===== src/ptrs_pkg.sv =====
// Shared types and codes for the periodic task release scheduler.
// Depends on nothing; used by periodic_task_release_scheduler.
`default_nettype none
package ptrs_pkg;

    localparam int MAX_TASKS_DEF = 8;

    typedef enum logic [1:0] {
        ACT_CREATE   = 2'd0,
        ACT_DELETE   = 2'd1,
        ACT_TICK     = 2'd2,
        ACT_DISPATCH = 2'd3
    } t_action;

    typedef enum logic [1:0] {
        RES_OK         = 2'd0,
        RES_FULL       = 2'd1,
        RES_NOT_FOUND  = 2'd2,
        RES_NONE_READY = 2'd3
    } t_result;

    typedef enum logic [1:0] {
        TS_WAITING = 2'd0,
        TS_READY   = 2'd1,
        TS_RUNNING = 2'd2,
        TS_DELETED = 2'd3
    } t_tstat;

    typedef struct packed {
        logic [15:0] handle;
        logic [2:0]  prio;
        logic [15:0] period;
        t_tstat      tstat;
    } t_entry;

    typedef enum logic [2:0] {
        ST_IDLE,
        ST_RD,
        ST_EVAL,
        ST_DIV,
        ST_DWB
    } t_state;

endpackage
`default_nettype wire


===== src/periodic_task_release_scheduler.sv =====
// Periodic task release scheduler: task table in a one-port-read memory, walked per transaction.
// Depends on ptrs_pkg.
// Create: result registered from the request. Delete/dispatch: each slot walked passes ST_RD and
// ST_EVAL (up to MAX_TASKS slots). Tick: a live slot with nonzero period also passes the shared
// 16-step remainder unit and ST_DWB. One transaction at a time; a result may wait in the output
// register, and the next transaction is taken once it has been delivered. Reset (synchronous,
// active low) clears count, scan position, tick counter (to 1) and priority limit (to 5); table
// memory is not cleared, and slots at or above the count are never used.
`default_nettype none
module periodic_task_release_scheduler #(
    parameter int MAX_TASKS = ptrs_pkg::MAX_TASKS_DEF
) (
    input  wire         i_clk,
    input  wire         i_rst_n,
    input  wire         i_cfg_wr_en,
    input  wire  [2:0]  i_cfg_wr_data,
    input  wire         i_in_valid,
    output logic        o_in_stall,
    input  wire  [1:0]  i_action,
    input  wire  [15:0] i_task_handle,
    input  wire  [2:0]  i_priority_req,
    input  wire  [15:0] i_period,
    output logic        o_out_valid,
    input  wire         i_out_stall,
    output logic [1:0]  o_status,
    output logic [15:0] o_task_handle_out,
    output logic [2:0]  o_task_slot
);
    import ptrs_pkg::*;

    localparam int SW = (MAX_TASKS > 1) ? $clog2(MAX_TASKS) : 1;
    localparam int CW = $clog2(MAX_TASKS + 1);
    localparam logic [SW-1:0] LAST_SLOT = SW'(MAX_TASKS - 1);
    localparam logic [CW-1:0] MAX_CNT   = CW'(MAX_TASKS);

    // task table memory
    t_entry        mem [MAX_TASKS];
    t_entry        r_rd_data;
    logic          w_en;
    logic [SW-1:0] w_addr;
    t_entry        w_data;

    // control and data registers
    t_state        r_state, n_state;
    t_action       r_act, n_act;
    logic [15:0]   r_hdl, n_hdl;
    logic [CW-1:0] r_count, n_count;
    logic [15:0]   r_tick, n_tick;
    logic [SW-1:0] r_scan, n_scan;
    logic [SW-1:0] r_idx, n_idx;
    logic [CW-1:0] r_k, n_k;
    logic          r_found, n_found;
    logic [2:0]    r_lowp;
    logic [15:0]   r_rem, n_rem;
    logic [15:0]   r_dvd, n_dvd;
    logic [3:0]    r_dcnt, n_dcnt;
    logic          r_out_valid, n_out_valid;
    t_result       r_ostat, n_ostat;
    logic [15:0]   r_ohdl, n_ohdl;
    logic [2:0]    r_oslot, n_oslot;

    logic          in_acc;
    logic          idx_last;
    logic          k_last;
    logic [SW-1:0] idx_wrap;
    logic [16:0]   trial;
    logic [16:0]   trial_sub;

    assign o_in_stall        = (r_state != ST_IDLE) || r_out_valid;
    assign in_acc            = i_in_valid && !o_in_stall;
    assign o_out_valid       = r_out_valid;
    assign o_status          = r_ostat;
    assign o_task_handle_out = r_ohdl;
    assign o_task_slot       = r_oslot;

    assign idx_last  = ((CW'(r_idx) + CW'(1)) == r_count);
    assign k_last    = (r_k == CW'(MAX_TASKS - 1));
    assign idx_wrap  = (r_idx == LAST_SLOT) ? '0 : r_idx + SW'(1);
    assign trial     = {r_rem, r_dvd[15]};
    assign trial_sub = trial - {1'b0, r_rd_data.period};

    // memory: one write, registered read at the walk index
    always_ff @(posedge i_clk) begin
        if (w_en) begin
            mem[w_addr] <= w_data;
        end
        r_rd_data <= mem[r_idx];
    end

    // configuration register
    always_ff @(posedge i_clk) begin
        if (!i_rst_n) begin
            r_lowp <= 3'd5;
        end else if (i_cfg_wr_en) begin
            r_lowp <= i_cfg_wr_data;
        end
    end

    // state registers
    always_ff @(posedge i_clk) begin
        if (!i_rst_n) begin
            r_state     <= ST_IDLE;
            r_count     <= '0;
            r_tick      <= 16'd1;
            r_scan      <= '0;
            r_out_valid <= 1'b0;
        end else begin
            r_state     <= n_state;
            r_count     <= n_count;
            r_tick      <= n_tick;
            r_scan      <= n_scan;
            r_out_valid <= n_out_valid;
        end
    end

    // payload registers
    always_ff @(posedge i_clk) begin
        r_act   <= n_act;
        r_hdl   <= n_hdl;
        r_idx   <= n_idx;
        r_k     <= n_k;
        r_found <= n_found;
        r_rem   <= n_rem;
        r_dvd   <= n_dvd;
        r_dcnt  <= n_dcnt;
        r_ostat <= n_ostat;
        r_ohdl  <= n_ohdl;
        r_oslot <= n_oslot;
    end

    // sequencer: next state, memory writes, results
    always_comb begin
        n_state     = r_state;
        n_act       = r_act;
        n_hdl       = r_hdl;
        n_count     = r_count;
        n_tick      = r_tick;
        n_scan      = r_scan;
        n_idx       = r_idx;
        n_k         = r_k;
        n_found     = r_found;
        n_rem       = r_rem;
        n_dvd       = r_dvd;
        n_dcnt      = r_dcnt;
        n_out_valid = r_out_valid && i_out_stall;
        n_ostat     = r_ostat;
        n_ohdl      = r_ohdl;
        n_oslot     = r_oslot;
        w_en        = 1'b0;
        w_addr      = r_idx;
        w_data      = r_rd_data;

        unique case (r_state)
            ST_IDLE: begin
                if (in_acc) begin
                    n_act   = t_action'(i_action);
                    n_hdl   = i_task_handle;
                    n_found = 1'b0;
                    n_k     = '0;
                    n_ohdl  = '0;
                    n_oslot = '0;
                    unique case (t_action'(i_action))
                        ACT_CREATE: begin
                            n_out_valid = 1'b1;
                            if (r_count < MAX_CNT) begin
                                w_en          = 1'b1;
                                w_addr        = SW'(r_count);
                                w_data.handle = i_task_handle;
                                w_data.prio   = i_priority_req;
                                w_data.period = i_period;
                                w_data.tstat  = TS_WAITING;
                                n_count       = r_count + CW'(1);
                                n_ostat       = RES_OK;
                                n_oslot       = 3'(r_count);
                            end else begin
                                n_ostat = RES_FULL;
                            end
                        end
                        ACT_DELETE, ACT_TICK: begin
                            n_idx = '0;
                            if (r_count == '0) begin
                                n_out_valid = 1'b1;
                                if (t_action'(i_action) == ACT_TICK) begin
                                    n_ostat = RES_OK;
                                    n_tick  = r_tick + 16'd1;
                                end else begin
                                    n_ostat = RES_NOT_FOUND;
                                end
                            end else begin
                                n_state = ST_RD;
                            end
                        end
                        default: begin
                            n_idx   = r_scan;
                            n_state = ST_RD;
                        end
                    endcase
                end
            end

            ST_RD: begin
                n_state = ST_EVAL;
            end

            ST_EVAL: begin
                n_state = ST_RD;
                unique case (r_act)
                    ACT_DELETE: begin
                        if (r_hdl != 16'd0 && r_rd_data.tstat != TS_DELETED &&
                            r_rd_data.handle == r_hdl) begin
                            w_en          = 1'b1;
                            w_data.handle = '0;
                            w_data.prio   = '0;
                            w_data.period = '0;
                            w_data.tstat  = TS_DELETED;
                            n_found       = 1'b1;
                        end
                        n_idx = r_idx + SW'(1);
                        if (idx_last) begin
                            n_state     = ST_IDLE;
                            n_out_valid = 1'b1;
                            n_ostat     = (n_found) ? RES_OK : RES_NOT_FOUND;
                        end
                    end
                    ACT_TICK: begin
                        if (r_rd_data.tstat == TS_DELETED || r_rd_data.period == 16'd0) begin
                            if (r_rd_data.tstat != TS_DELETED) begin
                                w_en         = 1'b1;
                                w_data.tstat = TS_WAITING;
                            end
                            n_idx = r_idx + SW'(1);
                            if (idx_last) begin
                                n_state     = ST_IDLE;
                                n_out_valid = 1'b1;
                                n_ostat     = RES_OK;
                                n_tick      = r_tick + 16'd1;
                            end
                        end else begin
                            n_rem   = '0;
                            n_dvd   = r_tick;
                            n_dcnt  = '0;
                            n_state = ST_DIV;
                        end
                    end
                    default: begin
                        if (CW'(r_idx) < r_count && r_rd_data.tstat == TS_READY &&
                            r_rd_data.prio <= r_lowp) begin
                            w_en         = 1'b1;
                            w_data.tstat = TS_WAITING;
                            n_scan       = idx_wrap;
                            n_state      = ST_IDLE;
                            n_out_valid  = 1'b1;
                            n_ostat      = RES_OK;
                            n_ohdl       = r_rd_data.handle;
                            n_oslot      = 3'(r_idx);
                        end else begin
                            n_idx = idx_wrap;
                            n_k   = r_k + CW'(1);
                            if (k_last) begin
                                n_state     = ST_IDLE;
                                n_out_valid = 1'b1;
                                n_ostat     = RES_NONE_READY;
                            end
                        end
                    end
                endcase
            end

            // one remainder bit per cycle: tick mod period
            ST_DIV: begin
                n_dvd  = {r_dvd[14:0], 1'b0};
                n_rem  = trial_sub[16] ? trial[15:0] : trial_sub[15:0];
                n_dcnt = r_dcnt + 4'd1;
                if (r_dcnt == 4'd15) begin
                    n_state = ST_DWB;
                end
            end

            ST_DWB: begin
                w_en         = 1'b1;
                w_data.tstat = (r_rem == 16'd0) ? TS_READY : TS_WAITING;
                n_idx        = r_idx + SW'(1);
                n_state      = ST_RD;
                if (idx_last) begin
                    n_state     = ST_IDLE;
                    n_out_valid = 1'b1;
                    n_ostat     = RES_OK;
                    n_tick      = r_tick + 16'd1;
                end
            end

            default: begin
                n_state = ST_IDLE;
            end
        endcase
    end

    // checks
    a_count_bound: assert property (@(posedge i_clk) disable iff (!i_rst_n)
        r_count <= MAX_CNT) else $error("task count beyond table size");
    a_scan_bound: assert property (@(posedge i_clk) disable iff (!i_rst_n)
        r_scan <= LAST_SLOT) else $error("scan position beyond table");
    a_busy_stall: assert property (@(posedge i_clk) disable iff (!i_rst_n)
        (r_state != ST_IDLE) |-> o_in_stall) else $error("input taken while busy");
    a_tick_step: assert property (@(posedge i_clk) disable iff (!i_rst_n)
        (r_state == ST_RD || r_state == ST_DIV) |=> $stable(r_tick))
        else $error("tick counter moved mid-walk");

endmodule
`default_nettype wire

===== config.mk =====
export PLATFORM = sky130hd
export DESIGN_NAME = periodic_task_release_scheduler
export DESIGN_NICKNAME = d
export VERILOG_FILES = /design/src/ptrs_pkg.sv /design/src/periodic_task_release_scheduler.sv
export SDC_FILE = /design/constraint.sdc
export NUM_CORES = 1
export LEC_CHECK = 0
export ABC_AREA = 0
export BUFFER_PORTS_ARGS = -buffer_cell sky130_fd_sc_hd__clkbuf_2
export CAP_MARGIN = 5
export CORE_ASPECT_RATIO = 1.5
export CORE_MARGIN = 4
export CORE_UTILIZATION = 62
export CTS_CLUSTER_SIZE = 8
export DETAILED_ROUTE_END_ITERATION = 6
export HOLD_SLACK_MARGIN = 0.15
export PLACE_DENSITY = 0.8
export SLEW_MARGIN = 5
export SYNTH_ARGS = -nofsm -noshare
export SYNTH_HDL_FRONTEND = slang
export SYNTH_SLANG_ARGS = --single-unit

===== constraint.sdc =====
create_clock -name i_clk -period 5.5 [get_ports i_clk]
set_clock_uncertainty 0.15 [all_clocks]
set_input_delay 0.275 -clock i_clk [delete_from_list [all_inputs] [get_ports i_clk]]
set_output_delay 0.275 -clock i_clk [all_outputs]
set_load 0.01 [all_outputs]

---- Yosys cells after proc, flatten, opt, wreduce, memory -nomap -nowiden ----
Memories as Yosys holds them, arrays and structs flattened. A register that Yosys moved wholly into a read port is not among the register bits.
Cells that the tools add are included.
word-level totals
  bits in registers ....................... 113
  memory bits (writable) .................. 296
  output and inout bits ................... 23
  word-level logic and storage cells ...... 201
  memories kept ........................... 1
memory list
  memory  depth  bits a word  rd ports  clocked after Yosys merged registers in  write ports  line                                   RTL
  mem     8      37           1         1                                        1            periodic_task_release_scheduler.sv:37  t_entry mem [MAX_TASKS];
operators by class
  $add $sub $neg .......................... 7
  magnitude comparators ................... 3
  equal/unequal tests ..................... 36
  muxes and demuxes ....................... 104
  bitwise logic cells ..................... 1
  reduce and logical (&&, ||, !) cells .... 32
operator list
  kind                     number
  $mux W16                 15
  $mux W37                 4
  $pmux W16 S2             3
  $pmux W35 S2             1
  $mux W3                  17
  $pmux W16 S3             1
  $mux W35                 1
  $logic_not A16 Y1        2
  $pmux W3 S2              5
  $mux W1                  25
  $mux W2                  12
  $ne A2 B2 Y1 const B     11
  $mux W4                  5
  $sub A17 B16 Y17         1
  $add A16 B1 Y16 const B  1
  $eq A16 B16 Y1           1
  $pmux W4 S2              2
  $reduce_and A4 Y1        4
  $reduce_bool A16 Y1      1
  $pmux W3 S5              1
  $reduce_and A7 Y1        2
  $add A4 B1 Y4 const B    3
  $ne A3 B3 Y1 const B     4
  $pmux W2 S2              3
  34 further kinds         58

---- Longest topological paths before layout ----
  depth after elaboration ................. 10
  mapped depth ............................ 13
  gate-level depth less buffers ........... 10

---- Worst setup path after synthesis ----
No wires, ideal clock.
  path kind ............................... reg2reg
  start ................................... reg r_idx[0]
  end ..................................... mem mem[1][0] (netlist name), enable pin
  setup time .............................. 436 ps
  arrival ................................. 4,028 ps
  data required time ...................... 4,914 ps
  slack ................................... 887 ps
  cell stages (with the launch flop) ...... 14
  clock period less this slack ............ 4,613 ps
  path through ............................ edfxtp_1 clkbuf_1 buf_2 buf_2 inv_1 ha_1 nor2b_1 o21ai_0 a21oi_1 or4_1 clkbuf_1 o211ai_1 o211a_1 nor2b_1
between the ends
  longest elaborated chain between the ends .. 8
  elaborated cells on any way between the ends .. 12
  classes of those cells .................. order compare (1); mux (9); reduce/logical (2)
ends and longest elaborated chain
  element                           line                                    RTL
  from (decl)                       periodic_task_release_scheduler.sv:50   logic [SW-1:0] r_idx, n_idx;
  from (signal assigned)            periodic_task_release_scheduler.sv:120  r_idx <= n_idx;
  $lt A3 B4 Y1                      periodic_task_release_scheduler.sv:246  if (CW'(r_idx) < r_count && r_rd_data.tstat == TS_READY &&
  $logic_and A1 B1 Y1 (2 in a row)  periodic_task_release_scheduler.sv:246
  $mux W1                           periodic_task_release_scheduler.sv:246
  $pmux W1 S2                       periodic_task_release_scheduler.sv:207  unique case (r_act)
  $pmux W1 S3                       periodic_task_release_scheduler.sv:153  unique case (r_state)
  $mux W1                           periodic_task_release_scheduler.sv:84   if (w_en) begin
  $mux W1 (not written as such)     periodic_task_release_scheduler.sv:85   mem[w_addr] <= w_data;
  to (decl)                         periodic_task_release_scheduler.sv:37
Several ways; a longest one is shown, not always the timed one.

---- Worst setup path after layout ----
  start ................................... reg r_idx[1]
  end ..................................... mem mem[2][27] (netlist name), enable pin
Same word-level chain as after synthesis.

==> out/qor.txt <==
OUTCOME
---------------------------------------------------------------------------------
Outcome ............................................................ finished clean

SYNTHESIS
---------------------------------------------------------------------------------
Library cells used by synthesis ....................................           61
Fraction of synthesis flops using an asynchronous set or reset pin .           0%
Post-synthesis instance area ....................................... 0.01873 sq mm
Cell accounting for the most synthesized area ...................... sky130_fd_sc_hd__edfxtp_1
Most frequent cells after synthesis ................................ sky130_fd_sc_hd__edfxtp_1, sky130_fd_sc_hd__mux4_2, sky130_fd_sc_hd__dfxtp_1, sky130_fd_sc_hd__nor2_1, sky130_fd_sc_hd__mux2_2
Fraction of synthesized cell area taken by the top area cell type ..       60.78%
Main flop type after synthesis ..................................... sky130_fd_sc_hd__edfxtp_1
Cell types with the largest area share after synthesis ............. sky130_fd_sc_hd__edfxtp_1, sky130_fd_sc_hd__mux4_2, sky130_fd_sc_hd__dfxtp_1
Number of warnings issued by yosys .................................            0
Share of the yosys chip area belonging to registers ................       67.94%
Number of synthesized flops with an enable pin .....................          379
Syn Nets ...........................................................         1249
Avg Cell Area, Syn .................................................  16.03 sq um
Count of state elements after synthesis ............................          446
Top-count cell post-synth .......................................... sky130_fd_sc_hd__edfxtp_1
Post-synthesis cell count ..........................................         1168

FINAL LAYOUT
---------------------------------------------------------------------------------
Nets ...............................................................         1395
Area delta synth->final ............................................       16.48%
Seq. cell area ..................................................... 0.01272 sq mm
Footprint of the multi-input gates ................................. 0.005707 sq mm
Filler instances ...................................................         1765
Fraction of layout cells with a size suffix above 1 ................       21.73%
Ant diodes .........................................................            0

RUN
---------------------------------------------------------------------------------
Max-capacitance violation count ....................................            0

POWER AND IR DROP
---------------------------------------------------------------------------------
Ratio of total power to cell area .................................. 395.2 mW/mm^2
Highest ir drop seen on vdd ........................................    0.3119 mV
Lkg Pwr ............................................................     7.627 nW

FLOORPLANNING
---------------------------------------------------------------------------------
Vertical die dimension ............................................. 220.8 microns
Row count ..........................................................           77
Ports ..............................................................           68
Core box area ...................................................... 0.02967 sq mm
Die boundary width ................................................. 149.9 microns
Die Footprint ...................................................... 0.03310 sq mm
Initial Util .......................................................       63.11%

TIMING
---------------------------------------------------------------------------------
Final count of hold timing violations ..............................            0
Post-Route Setup TNS ...............................................         0 ps
Total count of max-transition violations in the final report .......            0
Period minus WS final ..............................................      4294 ps
Headroom to the max-slew limit .....................................       26.26%
PnR worst setup slack ..............................................      1206 ps
Count of final setup violators .....................................            0
Unrepaired setup endpoints after global routing ....................           no
Least-Margin Pin Slew ..............................................      1106 ps
Period Utilization, post-route .....................................       78.08%
Fmax ...............................................................    232.9 MHz

SETUP PATH
---------------------------------------------------------------------------------
Cell breakdown of the critical path ................................ ha_1 -> nor2b_1 -> o21ai_0 -> a21oi_1 -> or4_1 -> o211ai_1 -> o211ai_1 -> nor2_4 -> buf_4
Maximum net fanout on the critical path ............................           28
Dominant cell type by count on the critical path ................... sky130_fd_sc_hd__o211ai_1
Maximum single-stage delay on the critical path ....................       900 ps
Type of element launching the critical path ........................     register
Reg-to-Reg Start ...................................................     r_idx[1]
Critical path's slowest cell ....................................... sky130_fd_sc_hd__nor2_4
Data arrival time of the critical path .............................      4430 ps
Critical path start-end classification ............................. register to register
Depth of the worst register-to-register path .......................            9
Worst reg2reg path endpoint ........................................   mem[2][27]
Required @ worst endpoint ..........................................      5630 ps
Type of element capturing the critical path ........................     register
Setup slack of the most critical reg-to-reg path ...................      1210 ps

CTS
---------------------------------------------------------------------------------
Clock root buffer .................................................. sky130_fd_sc_hd__clkbuf_16
Count of buffers added by post-CTS timing repair for setup .........            0
Hold-fix buffer count after cts ....................................           48
Cells resized by post-CTS repair ...................................            0
CTS tree ...........................................................        built
Skew-Pair Late Insertion Delay .....................................       610 ps
Clock transition at the registers of the reported paths ............        50 ps
Number of clock sinks ..............................................          446
Number of buffers added by the clock tree synthesis step ...........           61
# H-tree levels ....................................................            2
Maximum buffer depth of the clock tree .............................            3

GLOBAL ROUTE
---------------------------------------------------------------------------------
Antenna violations before repair ...................................            0
Wire length of the first global-routing pass ....................... 68010 microns
Global-route usage over all layers .................................       26.89%
Number of global-route vias before repair ..........................       11.83k
Pin count of the biggest net entering global routing ...............           71
GRT overflow .......................................................            0

ROUTING
---------------------------------------------------------------------------------
Total Wirelength ................................................... 43730 microns
Via count ..........................................................       11.30k
Drc violations .....................................................            0
Initial DRC Count ..................................................         1167
Antenna-violating nets left ........................................            0
Pre-antenna DRT Iters ..............................................            6
Average routed wire per standard cell .............................. 24.82 microns
Ratio of routed vias to standard cells .............................        6.414

PLACED DESIGN
---------------------------------------------------------------------------------
Routability congestion estimate from global placement ..............       0.9435
Port Buffer Count ..................................................           67
Pre-CTS WS .........................................................      1364 ps
Final HPWL DP ...................................................... 25980 microns

HOLD PATH
---------------------------------------------------------------------------------
Hold WC Path Type .................................................. input port to register
Worst-case hold path end point .....................................     r_hdl[8]
Critical hold path startpoint ...................................... i_task_handle[8]
Cells on Worst Hold Path ...........................................            2

==> sequential cells by signal (all words and copies together) (netlist names), 16 cells and up <==
name,cells
r_dvd,16
mem,296
r_hdl,16
r_rd_data,37
r_tick,16
r_rem,16
o_task_handle_out,16
==> placed cells by master (no fill, tap or decap), drive strengths merged, types with 6 or more instances in the layout <==
master	netlist	final
nand3	20	20
mux2	53	53
a21oi	38	38
dfxtp	67	67
or3	7	7
a31oi	9	9
nor4	14	14
ha	35	35
clkbuf	34	180
nand2b	15	15
xnor2	26	26
mux2i	13	13
nand4	9	9
xor2	18	18
dlygate4sd3	0	48
a21o	6	6
and3	24	24
edfxtp	379	379
nor3	15	15
a22o	36	36
mux4	74	74
nor2	67	67
inv	41	42
o21ai	28	28
o211ai	7	7
nand2	43	43
buf	17	19
nor2b	11	11
==> critical path: cells and delay by family (launching register included) <==
kind	cells	cell delay (ps)
compound gates	4	800
fa+ha+maj	1	330
buf+inv	1	340
flops	1	690
simple gates	3	1640
==> logic make-up (layout without fill, tap and decap cells) <==
group,Yosys count,in the layout,share of synthesized area [%]
adder cells (fa/ha/maj),36,36,2.446
AND/OR/NAND/NOR,248,248,6.789
AO/OA/AOI/OAI,161,161,5.947
buffers and inverters,93,292,2.038
multiplexers,140,140,12.78
XOR/XNOR,44,44,2.058
flip-flops,446,446,67.94
==> final cells by class <==
class	count	share of cell area, %
clock inverter	3	0.1893
timing repair buffer	134	4.394
sequential	446	58.33
multi-input combinational	629	26.16
inverter	42	0.7228
clock buffer	113	7.939
tap	395	2.266
==> worst max-delay path by stage <==
stage | from | endpoint | slack (ps) | cells after the start
2_1_floorplan | r_idx[0] | mem[1][0] | 890 | 13
3_3_place_gp | r_idx[1] | mem[2][28] | 1480 | 9
3_5_place_dp | r_idx[1] | mem[2][27] | 1360 | 9
4_1_cts | r_idx[1] | mem[2][27] | 1290 | 9
5_1_grt | r_state[1] | mem[3][28] | 940 | 9
6_report | r_idx[1] | mem[2][27] | 1210 | 9
==> power breakdown <==
group	switching (mW)	leakage, nW	internal, mW
Clock	1.38	0.837	2.09
Sequential	0.126	4.07	3.93
Combinational	0.647	2.72	0.448
Total	2.15	7.63	6.47
==> per-stage QoR <==
stage / utilization, % / hold slack [ps] / cells / instance area (sq um) / power, mW
2_1_floorplan: - / 186.9 / 1168 / 18730 / 4.798
3_3_place_gp: 65.91 / 325.6 / 1598 / 19560 / 5.113
3_5_place_dp: 65.91 / 319.6 / 1598 / 19560 / 5.142
4_1_cts: 73.51 / 249.1 / 1762 / 21810 / 8.629
5_1_grt: 73.51 / 266.2 / 1762 / 21810 / 8.920
6_report: 73.51 / 271.5 / 1762 / 21810 / 8.619
==> per-layer routing <==
layer  vias to the layer above  wire length, microns  track usage (%)
li1                       4883                     -                -
met1                      5617                 15680            34.32
met2                       654                 22570            45.27
met3                       148                  3615            4.728
met4                         0                  1857            11.88
met5                         -                     0                0
No activity file was read; power rests on OpenSTA's default activity.
